**src/urtb_pkg.sv**
```systemverilog
// ----------------------------------------------------------------------------
// urtb_pkg
// Shared constants, event codes and the command word for the UART ring buffers.
// ----------------------------------------------------------------------------
`timescale 1ns / 1ps

package urtb_pkg;

  // Word field widths
  localparam int unsigned FUNC_W  = 3;
  localparam int unsigned BYTE_W  = 8;
  localparam int unsigned AVAIL_W = 6;

  localparam logic [AVAIL_W-1:0] AVAIL_MAX = '1;

  // Default ring depths and command queue depth
  localparam int unsigned RX_DEPTH_DEF    = 64;
  localparam int unsigned TX_DEPTH_DEF    = 64;
  localparam int unsigned QUEUE_DEPTH_DEF = 2;

  // Widest ring pointer over the supported depth range (up to 1024)
  localparam int unsigned PTR_W_MAX = 10;

  // Event codes
  localparam logic [FUNC_W-1:0] FUNC_RX_BYTE   = 3'd0;
  localparam logic [FUNC_W-1:0] FUNC_HOST_RD   = 3'd1;
  localparam logic [FUNC_W-1:0] FUNC_HOST_WR   = 3'd2;
  localparam logic [FUNC_W-1:0] FUNC_TX_READY  = 3'd3;
  localparam logic [FUNC_W-1:0] FUNC_RX_CLEAR  = 3'd4;

  // Storage operation carried out by the back end
  typedef enum logic [2:0] {
    OP_NONE,
    OP_RX_WR,
    OP_RX_RD,
    OP_TX_WR,
    OP_TX_RD
  } op_e;

  // One classified event: storage access plus the status already known
  typedef struct packed {
    op_e                  op;
    logic [PTR_W_MAX-1:0] addr;
    logic [BYTE_W-1:0]    data;
    logic                 read_valid;
    logic                 tx_valid;
    logic                 write_accepted;
    logic                 rx_dropped;
    logic [AVAIL_W-1:0]   rx_available;
    logic                 tx_busy;
  } cmd_t;

endpackage

```
**src/urtb_in_if.sv**
```systemverilog
// ----------------------------------------------------------------------------
// urtb_in_if
// Event channel: valid/ready handshake with the event payload.
// ----------------------------------------------------------------------------
`timescale 1ns / 1ps

interface urtb_in_if;
  logic                        valid;
  logic                        ready;
  logic [urtb_pkg::FUNC_W-1:0] func;
  logic [urtb_pkg::BYTE_W-1:0] data;
  logic                        parity_error;

  modport source (output valid, func, data, parity_error, input ready);
  modport sink   (input valid, func, data, parity_error, output ready);
endinterface

```
**src/urtb_out_if.sv**
```systemverilog
// ----------------------------------------------------------------------------
// urtb_out_if
// Result channel: valid/ready handshake with the result payload.
// ----------------------------------------------------------------------------
`timescale 1ns / 1ps

interface urtb_out_if;
  logic                         valid;
  logic                         ready;
  logic [urtb_pkg::BYTE_W-1:0]  read_data;
  logic                         read_valid;
  logic [urtb_pkg::BYTE_W-1:0]  tx_data;
  logic                         tx_valid;
  logic                         write_accepted;
  logic                         rx_dropped;
  logic [urtb_pkg::AVAIL_W-1:0] rx_available;
  logic                         tx_busy;

  modport source (output valid, read_data, read_valid, tx_data, tx_valid,
                  write_accepted, rx_dropped, rx_available, tx_busy,
                  input ready);
  modport sink   (input valid, read_data, read_valid, tx_data, tx_valid,
                  write_accepted, rx_dropped, rx_available, tx_busy,
                  output ready);
endinterface

```
**src/uart_rx_tx_ring_buffers.sv**
```systemverilog
// ----------------------------------------------------------------------------
// uart_rx_tx_ring_buffers
// UART receive ring and transmit queue with one status word per event.
// ----------------------------------------------------------------------------
// Usage:
//   in_i  : one event word per handshake (func, data, parity_error). Events are
//           rx byte arrived, host read, host write, transmitter ready, rx clear.
//   out_o : exactly one result word per event, in event order: popped byte,
//           byte handed to the transmitter, write accept, rx drop flag, rx fill
//           level (saturating at 63) and transmitter busy.
//   Results pass through the command queue, middle stage and result register.
//   Throughput: one event per cycle sustained while out_o.ready holds; each
//   event makes at most one access to one ring RAM, whose single write and
//   single registered read port set that figure.
//   The front end updates pointers at acceptance; the back end performs the
//   RAM accesses in order behind a short command queue, so a byte is never
//   overwritten before an earlier queued read has fetched it.
//   Reset: pointers clear, transmitter holding register marked free, queue and
//   result stages empty. Ring contents are not cleared and need no sweep.
//   Receiver stall: the result word holds, the middle stage and the command
//   queue fill, and then in_i.ready drops until out_o.ready returns.
// ----------------------------------------------------------------------------
`timescale 1ns / 1ps

module uart_rx_tx_ring_buffers #(
  parameter int unsigned RX_DEPTH    = urtb_pkg::RX_DEPTH_DEF,
  parameter int unsigned TX_DEPTH    = urtb_pkg::TX_DEPTH_DEF,
  parameter int unsigned QUEUE_DEPTH = urtb_pkg::QUEUE_DEPTH_DEF
) (
  input  logic       clk_i,
  input  logic       rst_ni,
  urtb_in_if.sink    in_i,
  urtb_out_if.source out_o
);
  import urtb_pkg::*;

  // front -> queue
  logic f_valid, f_ready;
  cmd_t f_cmd;
  // queue -> back
  logic b_valid, b_ready;
  cmd_t b_cmd;

  urtb_front #(.RX_DEPTH(RX_DEPTH), .TX_DEPTH(TX_DEPTH)) u_front (
    .clk_i       (clk_i),
    .rst_ni      (rst_ni),
    .in_i        (in_i),
    .cmd_valid_o (f_valid),
    .cmd_ready_i (f_ready),
    .cmd_o       (f_cmd)
  );

  urtb_queue #(.DEPTH(QUEUE_DEPTH)) u_queue (
    .clk_i        (clk_i),
    .rst_ni       (rst_ni),
    .push_valid_i (f_valid),
    .push_ready_o (f_ready),
    .push_cmd_i   (f_cmd),
    .pop_valid_o  (b_valid),
    .pop_ready_i  (b_ready),
    .pop_cmd_o    (b_cmd)
  );

  urtb_back #(.RX_DEPTH(RX_DEPTH), .TX_DEPTH(TX_DEPTH)) u_back (
    .clk_i       (clk_i),
    .rst_ni      (rst_ni),
    .cmd_valid_i (b_valid),
    .cmd_ready_o (b_ready),
    .cmd_i       (b_cmd),
    .out_o       (out_o)
  );

  // A single event never both pops a byte and feeds the transmitter
  a_one_action: assert property (@(posedge clk_i) disable iff (!rst_ni)
    out_o.valid |-> !(out_o.read_valid && out_o.tx_valid))
    else $error("read and transmit in one result word");

  // Empty read returns zero data
  a_read_zero: assert property (@(posedge clk_i) disable iff (!rst_ni)
    out_o.valid && !out_o.read_valid |-> out_o.read_data == '0)
    else $error("read data not zero without a popped byte");

  // A drop belongs to an rx byte event only
  a_drop_excl: assert property (@(posedge clk_i) disable iff (!rst_ni)
    out_o.valid && out_o.rx_dropped |-> !out_o.read_valid && !out_o.write_accepted)
    else $error("rx drop flagged together with another event result");

  // Handing a byte to the transmitter always leaves it busy
  a_tx_busy: assert property (@(posedge clk_i) disable iff (!rst_ni)
    out_o.valid && out_o.tx_valid |-> out_o.tx_busy)
    else $error("transmitter idle after a byte was handed over");

  // The front end only refuses events while the command queue is full
  a_backpressure: assert property (@(posedge clk_i) disable iff (!rst_ni)
    !in_i.ready |-> b_valid && !f_ready)
    else $error("event refused with room in the command queue");

endmodule

```
**src/urtb_ram.sv**
```systemverilog
// ----------------------------------------------------------------------------
// urtb_ram
// Generic simple dual-port RAM, one write and one registered read port.
// ----------------------------------------------------------------------------
`timescale 1ns / 1ps

module urtb_ram #(
  parameter  int unsigned WIDTH = 8,
  parameter  int unsigned DEPTH = 64,
  localparam int unsigned AW    = $clog2(DEPTH)
) (
  input  logic             clk_i,
  input  logic             we_i,
  input  logic [AW-1:0]    waddr_i,
  input  logic [WIDTH-1:0] wdata_i,
  input  logic             re_i,
  input  logic [AW-1:0]    raddr_i,
  output logic [WIDTH-1:0] rdata_o
);

  logic [WIDTH-1:0] mem_q [DEPTH];
  logic [WIDTH-1:0] rdata_q;

  always_ff @(posedge clk_i) begin
    if (we_i) begin
      mem_q[waddr_i] <= wdata_i;
    end
  end

  // read data holds until the next read
  always_ff @(posedge clk_i) begin
    if (re_i) begin
      rdata_q <= mem_q[raddr_i];
    end
  end

  assign rdata_o = rdata_q;

endmodule

```
**src/urtb_front.sv**
```systemverilog
// ----------------------------------------------------------------------------
// urtb_front
// Event front end: owns the ring pointers, classifies each event and emits
// a command word with the resulting status.
// ----------------------------------------------------------------------------
`timescale 1ns / 1ps

module urtb_front #(
  parameter int unsigned RX_DEPTH = urtb_pkg::RX_DEPTH_DEF,
  parameter int unsigned TX_DEPTH = urtb_pkg::TX_DEPTH_DEF
) (
  input  logic            clk_i,
  input  logic            rst_ni,
  urtb_in_if.sink         in_i,
  output logic            cmd_valid_o,
  input  logic            cmd_ready_i,
  output urtb_pkg::cmd_t  cmd_o
);
  import urtb_pkg::*;

  localparam int unsigned RX_AW = $clog2(RX_DEPTH);
  localparam int unsigned TX_AW = $clog2(TX_DEPTH);
  localparam int unsigned CNT_W = (RX_AW + 1 > AVAIL_W) ? RX_AW + 1 : AVAIL_W;

  localparam logic [RX_AW-1:0] RX_LAST = RX_AW'(RX_DEPTH - 1);
  localparam logic [TX_AW-1:0] TX_LAST = TX_AW'(TX_DEPTH - 1);

  logic [RX_AW-1:0] rx_wr_q, rx_wr_d, rx_rd_q, rx_rd_d;
  logic [TX_AW-1:0] tx_wr_q, tx_wr_d, tx_rd_q, tx_rd_d;
  logic             hold_free_q, hold_free_d;

  logic [RX_AW-1:0] rx_wr_nxt, rx_rd_nxt;
  logic [TX_AW-1:0] tx_wr_nxt, tx_rd_nxt;
  logic             tx_empty;
  logic [CNT_W-1:0] rx_cnt;
  logic             accept;
  cmd_t             cmd;

  assign accept      = in_i.valid & cmd_ready_i;
  assign in_i.ready  = cmd_ready_i;
  assign cmd_valid_o = in_i.valid;
  assign cmd_o       = cmd;

  assign rx_wr_nxt = (rx_wr_q == RX_LAST) ? '0 : rx_wr_q + 1'b1;
  assign rx_rd_nxt = (rx_rd_q == RX_LAST) ? '0 : rx_rd_q + 1'b1;
  assign tx_wr_nxt = (tx_wr_q == TX_LAST) ? '0 : tx_wr_q + 1'b1;
  assign tx_rd_nxt = (tx_rd_q == TX_LAST) ? '0 : tx_rd_q + 1'b1;
  assign tx_empty  = (tx_wr_q == tx_rd_q);

  always_comb begin
    rx_wr_d     = rx_wr_q;
    rx_rd_d     = rx_rd_q;
    tx_wr_d     = tx_wr_q;
    tx_rd_d     = tx_rd_q;
    hold_free_d = hold_free_q;

    cmd                = '0;
    cmd.op             = OP_NONE;
    cmd.data           = in_i.data;

    case (in_i.func)
      FUNC_RX_BYTE: begin
        if (in_i.parity_error || rx_wr_nxt == rx_rd_q) begin
          cmd.rx_dropped = 1'b1;
        end else begin
          cmd.op   = OP_RX_WR;
          cmd.addr = PTR_W_MAX'(rx_wr_q);
          rx_wr_d  = rx_wr_nxt;
        end
      end
      FUNC_HOST_RD: begin
        if (rx_wr_q != rx_rd_q) begin
          cmd.op         = OP_RX_RD;
          cmd.addr       = PTR_W_MAX'(rx_rd_q);
          cmd.read_valid = 1'b1;
          rx_rd_d        = rx_rd_nxt;
        end
      end
      FUNC_HOST_WR: begin
        if (tx_empty && hold_free_q) begin
          // straight into the transmitter holding register
          cmd.tx_valid       = 1'b1;
          cmd.write_accepted = 1'b1;
          hold_free_d        = 1'b0;
        end else if (tx_wr_nxt != tx_rd_q) begin
          cmd.op             = OP_TX_WR;
          cmd.addr           = PTR_W_MAX'(tx_wr_q);
          cmd.write_accepted = 1'b1;
          tx_wr_d            = tx_wr_nxt;
        end
      end
      FUNC_TX_READY: begin
        if (!tx_empty) begin
          cmd.op       = OP_TX_RD;
          cmd.addr     = PTR_W_MAX'(tx_rd_q);
          cmd.tx_valid = 1'b1;
          tx_rd_d      = tx_rd_nxt;
          hold_free_d  = 1'b0;
        end else begin
          hold_free_d  = 1'b1;
        end
      end
      FUNC_RX_CLEAR: begin
        rx_wr_d = rx_rd_q;
      end
      default: begin
      end
    endcase

    // status after the event
    if (rx_wr_d >= rx_rd_d) begin
      rx_cnt = CNT_W'(rx_wr_d) - CNT_W'(rx_rd_d);
    end else begin
      rx_cnt = CNT_W'(rx_wr_d) + CNT_W'(RX_DEPTH) - CNT_W'(rx_rd_d);
    end
    cmd.rx_available = (rx_cnt > CNT_W'(AVAIL_MAX)) ? AVAIL_MAX : rx_cnt[AVAIL_W-1:0];
    cmd.tx_busy      = (tx_wr_d != tx_rd_d) | ~hold_free_d;
  end

  always_ff @(posedge clk_i or negedge rst_ni) begin
    if (!rst_ni) begin
      rx_wr_q     <= '0;
      rx_rd_q     <= '0;
      tx_wr_q     <= '0;
      tx_rd_q     <= '0;
      hold_free_q <= 1'b1;
    end else if (accept) begin
      rx_wr_q     <= rx_wr_d;
      rx_rd_q     <= rx_rd_d;
      tx_wr_q     <= tx_wr_d;
      tx_rd_q     <= tx_rd_d;
      hold_free_q <= hold_free_d;
    end
  end

endmodule

```
**src/urtb_queue.sv**
```systemverilog
// ----------------------------------------------------------------------------
// urtb_queue
// Short command queue between front and back end.
// ----------------------------------------------------------------------------
`timescale 1ns / 1ps

module urtb_queue #(
  parameter int unsigned DEPTH = urtb_pkg::QUEUE_DEPTH_DEF
) (
  input  logic           clk_i,
  input  logic           rst_ni,
  input  logic           push_valid_i,
  output logic           push_ready_o,
  input  urtb_pkg::cmd_t push_cmd_i,
  output logic           pop_valid_o,
  input  logic           pop_ready_i,
  output urtb_pkg::cmd_t pop_cmd_o
);
  import urtb_pkg::*;

  localparam int unsigned IW = $clog2(DEPTH);
  localparam int unsigned CW = $clog2(DEPTH + 1);
  localparam logic [IW-1:0] LAST = IW'(DEPTH - 1);

  cmd_t          slot_q [DEPTH];
  logic [IW-1:0] wr_q, rd_q;
  logic [CW-1:0] cnt_q;
  logic          full, empty, push, pop;

  assign full  = (cnt_q == CW'(DEPTH));
  assign empty = (cnt_q == '0);
  assign push  = push_valid_i & ~full;
  assign pop   = pop_ready_i & ~empty;

  assign push_ready_o = ~full;
  assign pop_valid_o  = ~empty;
  assign pop_cmd_o    = slot_q[rd_q];

  always_ff @(posedge clk_i) begin
    if (push) begin
      slot_q[wr_q] <= push_cmd_i;
    end
  end

  always_ff @(posedge clk_i or negedge rst_ni) begin
    if (!rst_ni) begin
      wr_q  <= '0;
      rd_q  <= '0;
      cnt_q <= '0;
    end else begin
      if (push) begin
        wr_q <= (wr_q == LAST) ? '0 : wr_q + 1'b1;
      end
      if (pop) begin
        rd_q <= (rd_q == LAST) ? '0 : rd_q + 1'b1;
      end
      if (push && !pop) begin
        cnt_q <= cnt_q + 1'b1;
      end else if (pop && !push) begin
        cnt_q <= cnt_q - 1'b1;
      end
    end
  end

endmodule

```
**src/urtb_back.sv**
```systemverilog
// ----------------------------------------------------------------------------
// urtb_back
// Back end: performs ring storage accesses in order and registers results.
// ----------------------------------------------------------------------------
`timescale 1ns / 1ps

module urtb_back #(
  parameter int unsigned RX_DEPTH = urtb_pkg::RX_DEPTH_DEF,
  parameter int unsigned TX_DEPTH = urtb_pkg::TX_DEPTH_DEF
) (
  input  logic           clk_i,
  input  logic           rst_ni,
  input  logic           cmd_valid_i,
  output logic           cmd_ready_o,
  input  urtb_pkg::cmd_t cmd_i,
  urtb_out_if.source     out_o
);
  import urtb_pkg::*;

  localparam int unsigned RX_AW = $clog2(RX_DEPTH);
  localparam int unsigned TX_AW = $clog2(TX_DEPTH);

  logic              s1_valid_q;
  cmd_t              s1_cmd_q;
  logic              out_valid_q;
  logic [BYTE_W-1:0] read_data_q, tx_data_q;
  logic              read_valid_q, tx_valid_q, accepted_q, dropped_q, tx_busy_q;
  logic [AVAIL_W-1:0] avail_q;

  logic              out_adv, s1_free, pop;
  logic [BYTE_W-1:0] rx_rdata, tx_rdata;

  assign out_adv     = ~out_valid_q | out_o.ready;
  assign s1_free     = ~s1_valid_q | out_adv;
  assign cmd_ready_o = s1_free;
  assign pop         = cmd_valid_i & s1_free;

  urtb_ram #(.WIDTH(BYTE_W), .DEPTH(RX_DEPTH)) u_rx_ram (
    .clk_i   (clk_i),
    .we_i    (pop && cmd_i.op == OP_RX_WR),
    .waddr_i (cmd_i.addr[RX_AW-1:0]),
    .wdata_i (cmd_i.data),
    .re_i    (pop && cmd_i.op == OP_RX_RD),
    .raddr_i (cmd_i.addr[RX_AW-1:0]),
    .rdata_o (rx_rdata)
  );

  urtb_ram #(.WIDTH(BYTE_W), .DEPTH(TX_DEPTH)) u_tx_ram (
    .clk_i   (clk_i),
    .we_i    (pop && cmd_i.op == OP_TX_WR),
    .waddr_i (cmd_i.addr[TX_AW-1:0]),
    .wdata_i (cmd_i.data),
    .re_i    (pop && cmd_i.op == OP_TX_RD),
    .raddr_i (cmd_i.addr[TX_AW-1:0]),
    .rdata_o (tx_rdata)
  );

  always_ff @(posedge clk_i or negedge rst_ni) begin
    if (!rst_ni) begin
      s1_valid_q  <= 1'b0;
      out_valid_q <= 1'b0;
    end else begin
      if (s1_free) begin
        s1_valid_q <= cmd_valid_i;
      end
      if (out_adv) begin
        out_valid_q <= s1_valid_q;
      end
    end
  end

  // payload: read data stays put while stage 1 waits, as no new read issues
  always_ff @(posedge clk_i) begin
    if (pop) begin
      s1_cmd_q <= cmd_i;
    end
    if (out_adv && s1_valid_q) begin
      read_valid_q <= s1_cmd_q.read_valid;
      read_data_q  <= s1_cmd_q.read_valid ? rx_rdata : '0;
      tx_valid_q   <= s1_cmd_q.tx_valid;
      if (s1_cmd_q.op == OP_TX_RD) begin
        tx_data_q <= tx_rdata;
      end else begin
        tx_data_q <= s1_cmd_q.tx_valid ? s1_cmd_q.data : '0;
      end
      accepted_q <= s1_cmd_q.write_accepted;
      dropped_q  <= s1_cmd_q.rx_dropped;
      avail_q    <= s1_cmd_q.rx_available;
      tx_busy_q  <= s1_cmd_q.tx_busy;
    end
  end

  assign out_o.valid          = out_valid_q;
  assign out_o.read_data      = read_data_q;
  assign out_o.read_valid     = read_valid_q;
  assign out_o.tx_data        = tx_data_q;
  assign out_o.tx_valid       = tx_valid_q;
  assign out_o.write_accepted = accepted_q;
  assign out_o.rx_dropped     = dropped_q;
  assign out_o.rx_available   = avail_q;
  assign out_o.tx_busy        = tx_busy_q;

endmodule

```
**src/flat_wrapper.sv**
```systemverilog
// flat-port wrapper written by rule: the top's interface ports become plain ports
module uart_rx_tx_ring_buffers_flat import urtb_pkg::*;
#(
  parameter int unsigned RX_DEPTH    = urtb_pkg::RX_DEPTH_DEF,
  parameter int unsigned TX_DEPTH    = urtb_pkg::TX_DEPTH_DEF,
  parameter int unsigned QUEUE_DEPTH = urtb_pkg::QUEUE_DEPTH_DEF
)
  (clk_i, rst_ni, in_i_valid, in_i_func, in_i_data, in_i_parity_error, in_i_ready, out_o_valid, out_o_read_data, out_o_read_valid, out_o_tx_data, out_o_tx_valid, out_o_write_accepted, out_o_rx_dropped, out_o_rx_available, out_o_tx_busy, out_o_ready);
  urtb_in_if in_i_i ();
  urtb_out_if out_o_i ();
  input  logic clk_i;
  input  logic rst_ni;
  input wire logic [$bits(in_i_i.valid)-1:0] in_i_valid;
  input wire logic [$bits(in_i_i.func)-1:0] in_i_func;
  input wire logic [$bits(in_i_i.data)-1:0] in_i_data;
  input wire logic [$bits(in_i_i.parity_error)-1:0] in_i_parity_error;
  output wire logic [$bits(in_i_i.ready)-1:0] in_i_ready;
  output wire logic [$bits(out_o_i.valid)-1:0] out_o_valid;
  output wire logic [$bits(out_o_i.read_data)-1:0] out_o_read_data;
  output wire logic [$bits(out_o_i.read_valid)-1:0] out_o_read_valid;
  output wire logic [$bits(out_o_i.tx_data)-1:0] out_o_tx_data;
  output wire logic [$bits(out_o_i.tx_valid)-1:0] out_o_tx_valid;
  output wire logic [$bits(out_o_i.write_accepted)-1:0] out_o_write_accepted;
  output wire logic [$bits(out_o_i.rx_dropped)-1:0] out_o_rx_dropped;
  output wire logic [$bits(out_o_i.rx_available)-1:0] out_o_rx_available;
  output wire logic [$bits(out_o_i.tx_busy)-1:0] out_o_tx_busy;
  input wire logic [$bits(out_o_i.ready)-1:0] out_o_ready;
  assign in_i_i.valid = in_i_valid;
  assign in_i_i.func = in_i_func;
  assign in_i_i.data = in_i_data;
  assign in_i_i.parity_error = in_i_parity_error;
  assign in_i_ready = in_i_i.ready;
  assign out_o_valid = out_o_i.valid;
  assign out_o_read_data = out_o_i.read_data;
  assign out_o_read_valid = out_o_i.read_valid;
  assign out_o_tx_data = out_o_i.tx_data;
  assign out_o_tx_valid = out_o_i.tx_valid;
  assign out_o_write_accepted = out_o_i.write_accepted;
  assign out_o_rx_dropped = out_o_i.rx_dropped;
  assign out_o_rx_available = out_o_i.rx_available;
  assign out_o_tx_busy = out_o_i.tx_busy;
  assign out_o_i.ready = out_o_ready;
  uart_rx_tx_ring_buffers #(.RX_DEPTH(RX_DEPTH), .TX_DEPTH(TX_DEPTH), .QUEUE_DEPTH(QUEUE_DEPTH)) u_core (.clk_i(clk_i), .rst_ni(rst_ni), .in_i(in_i_i), .out_o(out_o_i));
endmodule
```
**config.mk**
```make
export PLATFORM = sky130hd
export DESIGN_NAME = uart_rx_tx_ring_buffers_flat
export DESIGN_NICKNAME = d
export VERILOG_FILES = /design/src/urtb_pkg.sv /design/src/urtb_in_if.sv /design/src/urtb_out_if.sv /design/src/uart_rx_tx_ring_buffers.sv /design/src/urtb_ram.sv /design/src/urtb_front.sv /design/src/urtb_queue.sv /design/src/urtb_back.sv /design/src/flat_wrapper.sv
export SDC_FILE = /design/constraint.sdc
export NUM_CORES = 1
export LEC_CHECK = 0
export ABC_AREA = 0
export BUFFER_PORTS_ARGS = -buffer_cell sky130_fd_sc_hd__buf_2
export CAP_MARGIN = 30
export CORE_MARGIN = 5
export CORE_UTILIZATION = 63
export CTS_CLUSTER_SIZE = 10
export DETAILED_ROUTE_END_ITERATION = 12
export GPL_TIMING_DRIVEN = 0
export PLACE_DENSITY = 0.79
export SYNTH_ARGS = -nofsm -noshare
export SYNTH_HDL_FRONTEND = slang
export SYNTH_HIERARCHICAL = 1
export SYNTH_SLANG_ARGS = --single-unit
```
**constraint.sdc**
```tcl
create_clock -name clk_i -period 5.84 [get_ports clk_i]
set_clock_uncertainty 0.1 [all_clocks]
set_input_delay 0.584 -clock clk_i [delete_from_list [all_inputs] [get_ports clk_i]]
set_output_delay 0.584 -clock clk_i [all_outputs]
set_load 0.01 [all_outputs]
```
==> flow_metrics.py <==
metrics = {
    "timing": {
        "slew_viol_final": 0,
        "max_freq_ghz": 0.182,
        "worstMarginPinSlew_ps": 1070,
        "setup_violations": 0,
        "rsz0062_at_grt": "false",
        "hold_ws_ps": 82.0,
        "finalCriticalPeriod_ps": 5500,
        "hold_viol_final": 0,
        "slew_headroom": 0.281,
        "finalCritPeriodShare": 0.942,
        "fin_setup_tns_ps": 0,
        "setup_ws_ps": 339,
    },
    "global_routing": {
        "grtUsageTotal": 0.287,
        "grt_pass1_wl_mm": 171,
        "grt_max_degree": 93,
        "grt_pass1_vias": 25990,
        "overflow": 0,
        "antenna_found_initial": 1,
    },
    "cts": {
        "post_cts_buffers": 0,
        "clkLatencyLatePin_ps": 710,
        "clk_path_buf_depth": 3,
        "cts_sinks": 1176,
        "htreeDepth": 4,
        "cts_root_buf": "clkbuf_16",
        "clkTransAtPathRegs_ps": 50,
        "tritoncts": "yes",
        "numCtsBuffers": 136,
    },
    "final_layout": {
        "drive_above_1_share": 0.239,
        "fin_cells": 3681,
        "areaGrowthSynthToFinish_pct": 11.7,
        "fillerInstances": 4358,
        "nets": 2694,
        "design_area_mm2": 0.0534,
    },
    "power": {
        "power_leakage_nw": 17.2,
        "irDropWorstVdd_uv": 410,
        "power_density_mw_per_mm2": 512,
    },
    "worst_setup_path": {
        "critical_path.max_fanout": 7,
        "cp.arrival_ps": 5860,
        "worstSetupPathType": "reg2reg",
        "critPathLaunchType": "flip-flop",
        "cp-end-kind": "flip-flop",
        "required_ps": 6200,
    },
    "placement": {
        "dp_cells": 3496,
        "placed_area_mm2": 0.0495,
        "pre_cts_ws_ps": 166,
        "gp_congestion": 0.966,
        "dp_hpwl_mm": 71.7,
        "port_buffers": 35,
    },
    "die": {
        "die_area_mm2": 0.0815,
        "die_w_um": 285,
        "row_count": 101,
        "die_h_um": 285,
        "core_mm2": 0.0756,
        "start_util": 0.632,
        "design.portCount": 45,
    },
    "logic_synthesis": {
        "yosysWarnings": 6,
        "synth_area_mm2": 0.0478,
        "avgSynthCellArea_um2": 19.4,
        "synthesis.nets": 2496,
        "synthCells": 2468,
    },
    "run_status": {
        "outcome": "complete, no violations",
    },
    "min_path": {
        "hold_path_class": "in2reg",
    },
    "routing": {
        "via_per_inst": 6.98,
        "drt-wirelength-per-cell_um": 31.5,
        "wl_mm": 116,
        "ant_nets": 0,
        "drc": 0,
        "first_iter_violations": 3830,
        "firstDrtPassIters": 8,
        "vias": 25705,
    },
    "flow_run": {
        "maxCapViolations": 0,
    },
}
-- final cells by class --
class	count	area, um2	share of cell area
inverters	22	82.6	0.00155
diodes	1	2.50	0.0000469
clock inverters	10	108	0.00202
multi-input cells	1120	11600	0.217
plain buffers	150	963	0.0181
repair buffers	60	593	0.0111
clock buffers	164	3640	0.0681
flip-flops and latches	1176	35200	0.659
well taps	978	1220	0.0229
-- metal layers --
| metal | part of all wire | up-vias | track usage |
|---|---|---|---|
| met5 | 0 | - | 0 |
| met4 | 0.049 | 0 | 0.122 |
| met3 | 0.10 | 334 | 0.0591 |
| met2 | 0.49 | 1814 | 0.466 |
| met1 | 0.36 | 13184 | 0.389 |
| li1 | - | 10373 | - |
-- where the power goes --
group          total (W)  switching (W)  internal (W)
Combinational    0.00893        0.00554       0.00338
Clock            0.00740        0.00307       0.00433
Sequential        0.0110       0.000200        0.0108
Total             0.0273        0.00882        0.0185
-- state kept, by name (all words and copies together), names as in the netlist, 8 cells and up --
| signal | flops |
|---|---|
| u_core/u_back/u_rx_ram/rdata_o | 8 |
| u_core/u_back/out_o.tx_data | 8 |
| u_core/u_back/u_tx_ram/mem_q | 512 |
| u_core/u_back/out_o.read_data | 8 |
| u_core/u_queue/slot_q | 56 |
| u_core/u_back/u_rx_ram/mem_q | 512 |
| u_core/u_back/s1_cmd_q | 22 |
| u_core/u_back/u_tx_ram/rdata_o | 8 |
-- per-stage QoR --
stage	utilization	power (W)
after floorplan	-	0.0168
after global placement	0.651	0.0194
after detailed placement	0.655	0.0198
after CTS	0.706	0.0273
after global routing	0.706	0.0283
final	0.706	0.0273
-- timing repair --
action | CTS | global route
hold buffers | 9 | 0
endpoints found under the setup margin | 0 | 12
gates resized for setup | 0 | 2
endpoints found under the hold margin | 46 | 0
-- layout by cell type (no fill, tap or decap), types with 10 or more instances in the layout --
master,count
nor2b_1,32
xnor2_1,21
buf_4,46
a211oi_1,11
mux2_2,38
nand2b_1,18
a21oi_1,18
nand3_1,40
nor3_1,18
inv_1,21
clkbuf_16,142
nor2_1,194
mux2i_1,61
o22ai_1,17
edfxtp_1,1145
buf_6,12
xor2_1,17
o21ai_0,25
dfrtp_1,30
buf_2,68
clkbuf_1,69
mux4_2,252
a221oi_1,13
buf_16,10
a31oi_1,11
nand2_1,98
a22oi_1,13
o221ai_1,17
mux2_4,25
ha_1,11
and2_1,20
-- worst max-delay path, stage by stage, from the launching register on --
cell and delay (ps):
dfrtp_1 520, ha_1 220, buf_4 150, and2_1 240, a311oi_2 150, nor4_4 400, a31oi_1 280, and2_1 260
a22oi_1 180, nor2_1 80, a21oi_1 270, ha_1 200, inv_1 60, fa_1 410, a21o_1 200, a2111oi_2 490
o31ai_1 180, a211o_1 300, o221ai_2 270, a21bo_1 260
-- final timing paths --
kind / slack (ps) / cells past startpoint / startpoint / end
setup reg to reg: 340 / 19 / u_core/u_front/rx_wr_q[1] / u_core/u_queue/slot_q[0][4]
hold reg to reg: 310 / 0 / u_core/u_back/s1_cmd_q[8] / u_core/u_back/out_o.write_accepted
max in group asynchronous: 4760 / 2 / rst_ni / u_core/u_back/s1_valid_q
hold / removal: 80 / 3 / out_o_ready / u_core/u_back/out_o.valid
min in group asynchronous: 390 / 2 / rst_ni / u_core/u_front/rx_wr_q[3]
setup / recovery: 340 / 19 / u_core/u_front/rx_wr_q[1] / u_core/u_queue/slot_q[0][4]
Power figures use the tool's default switching activity.
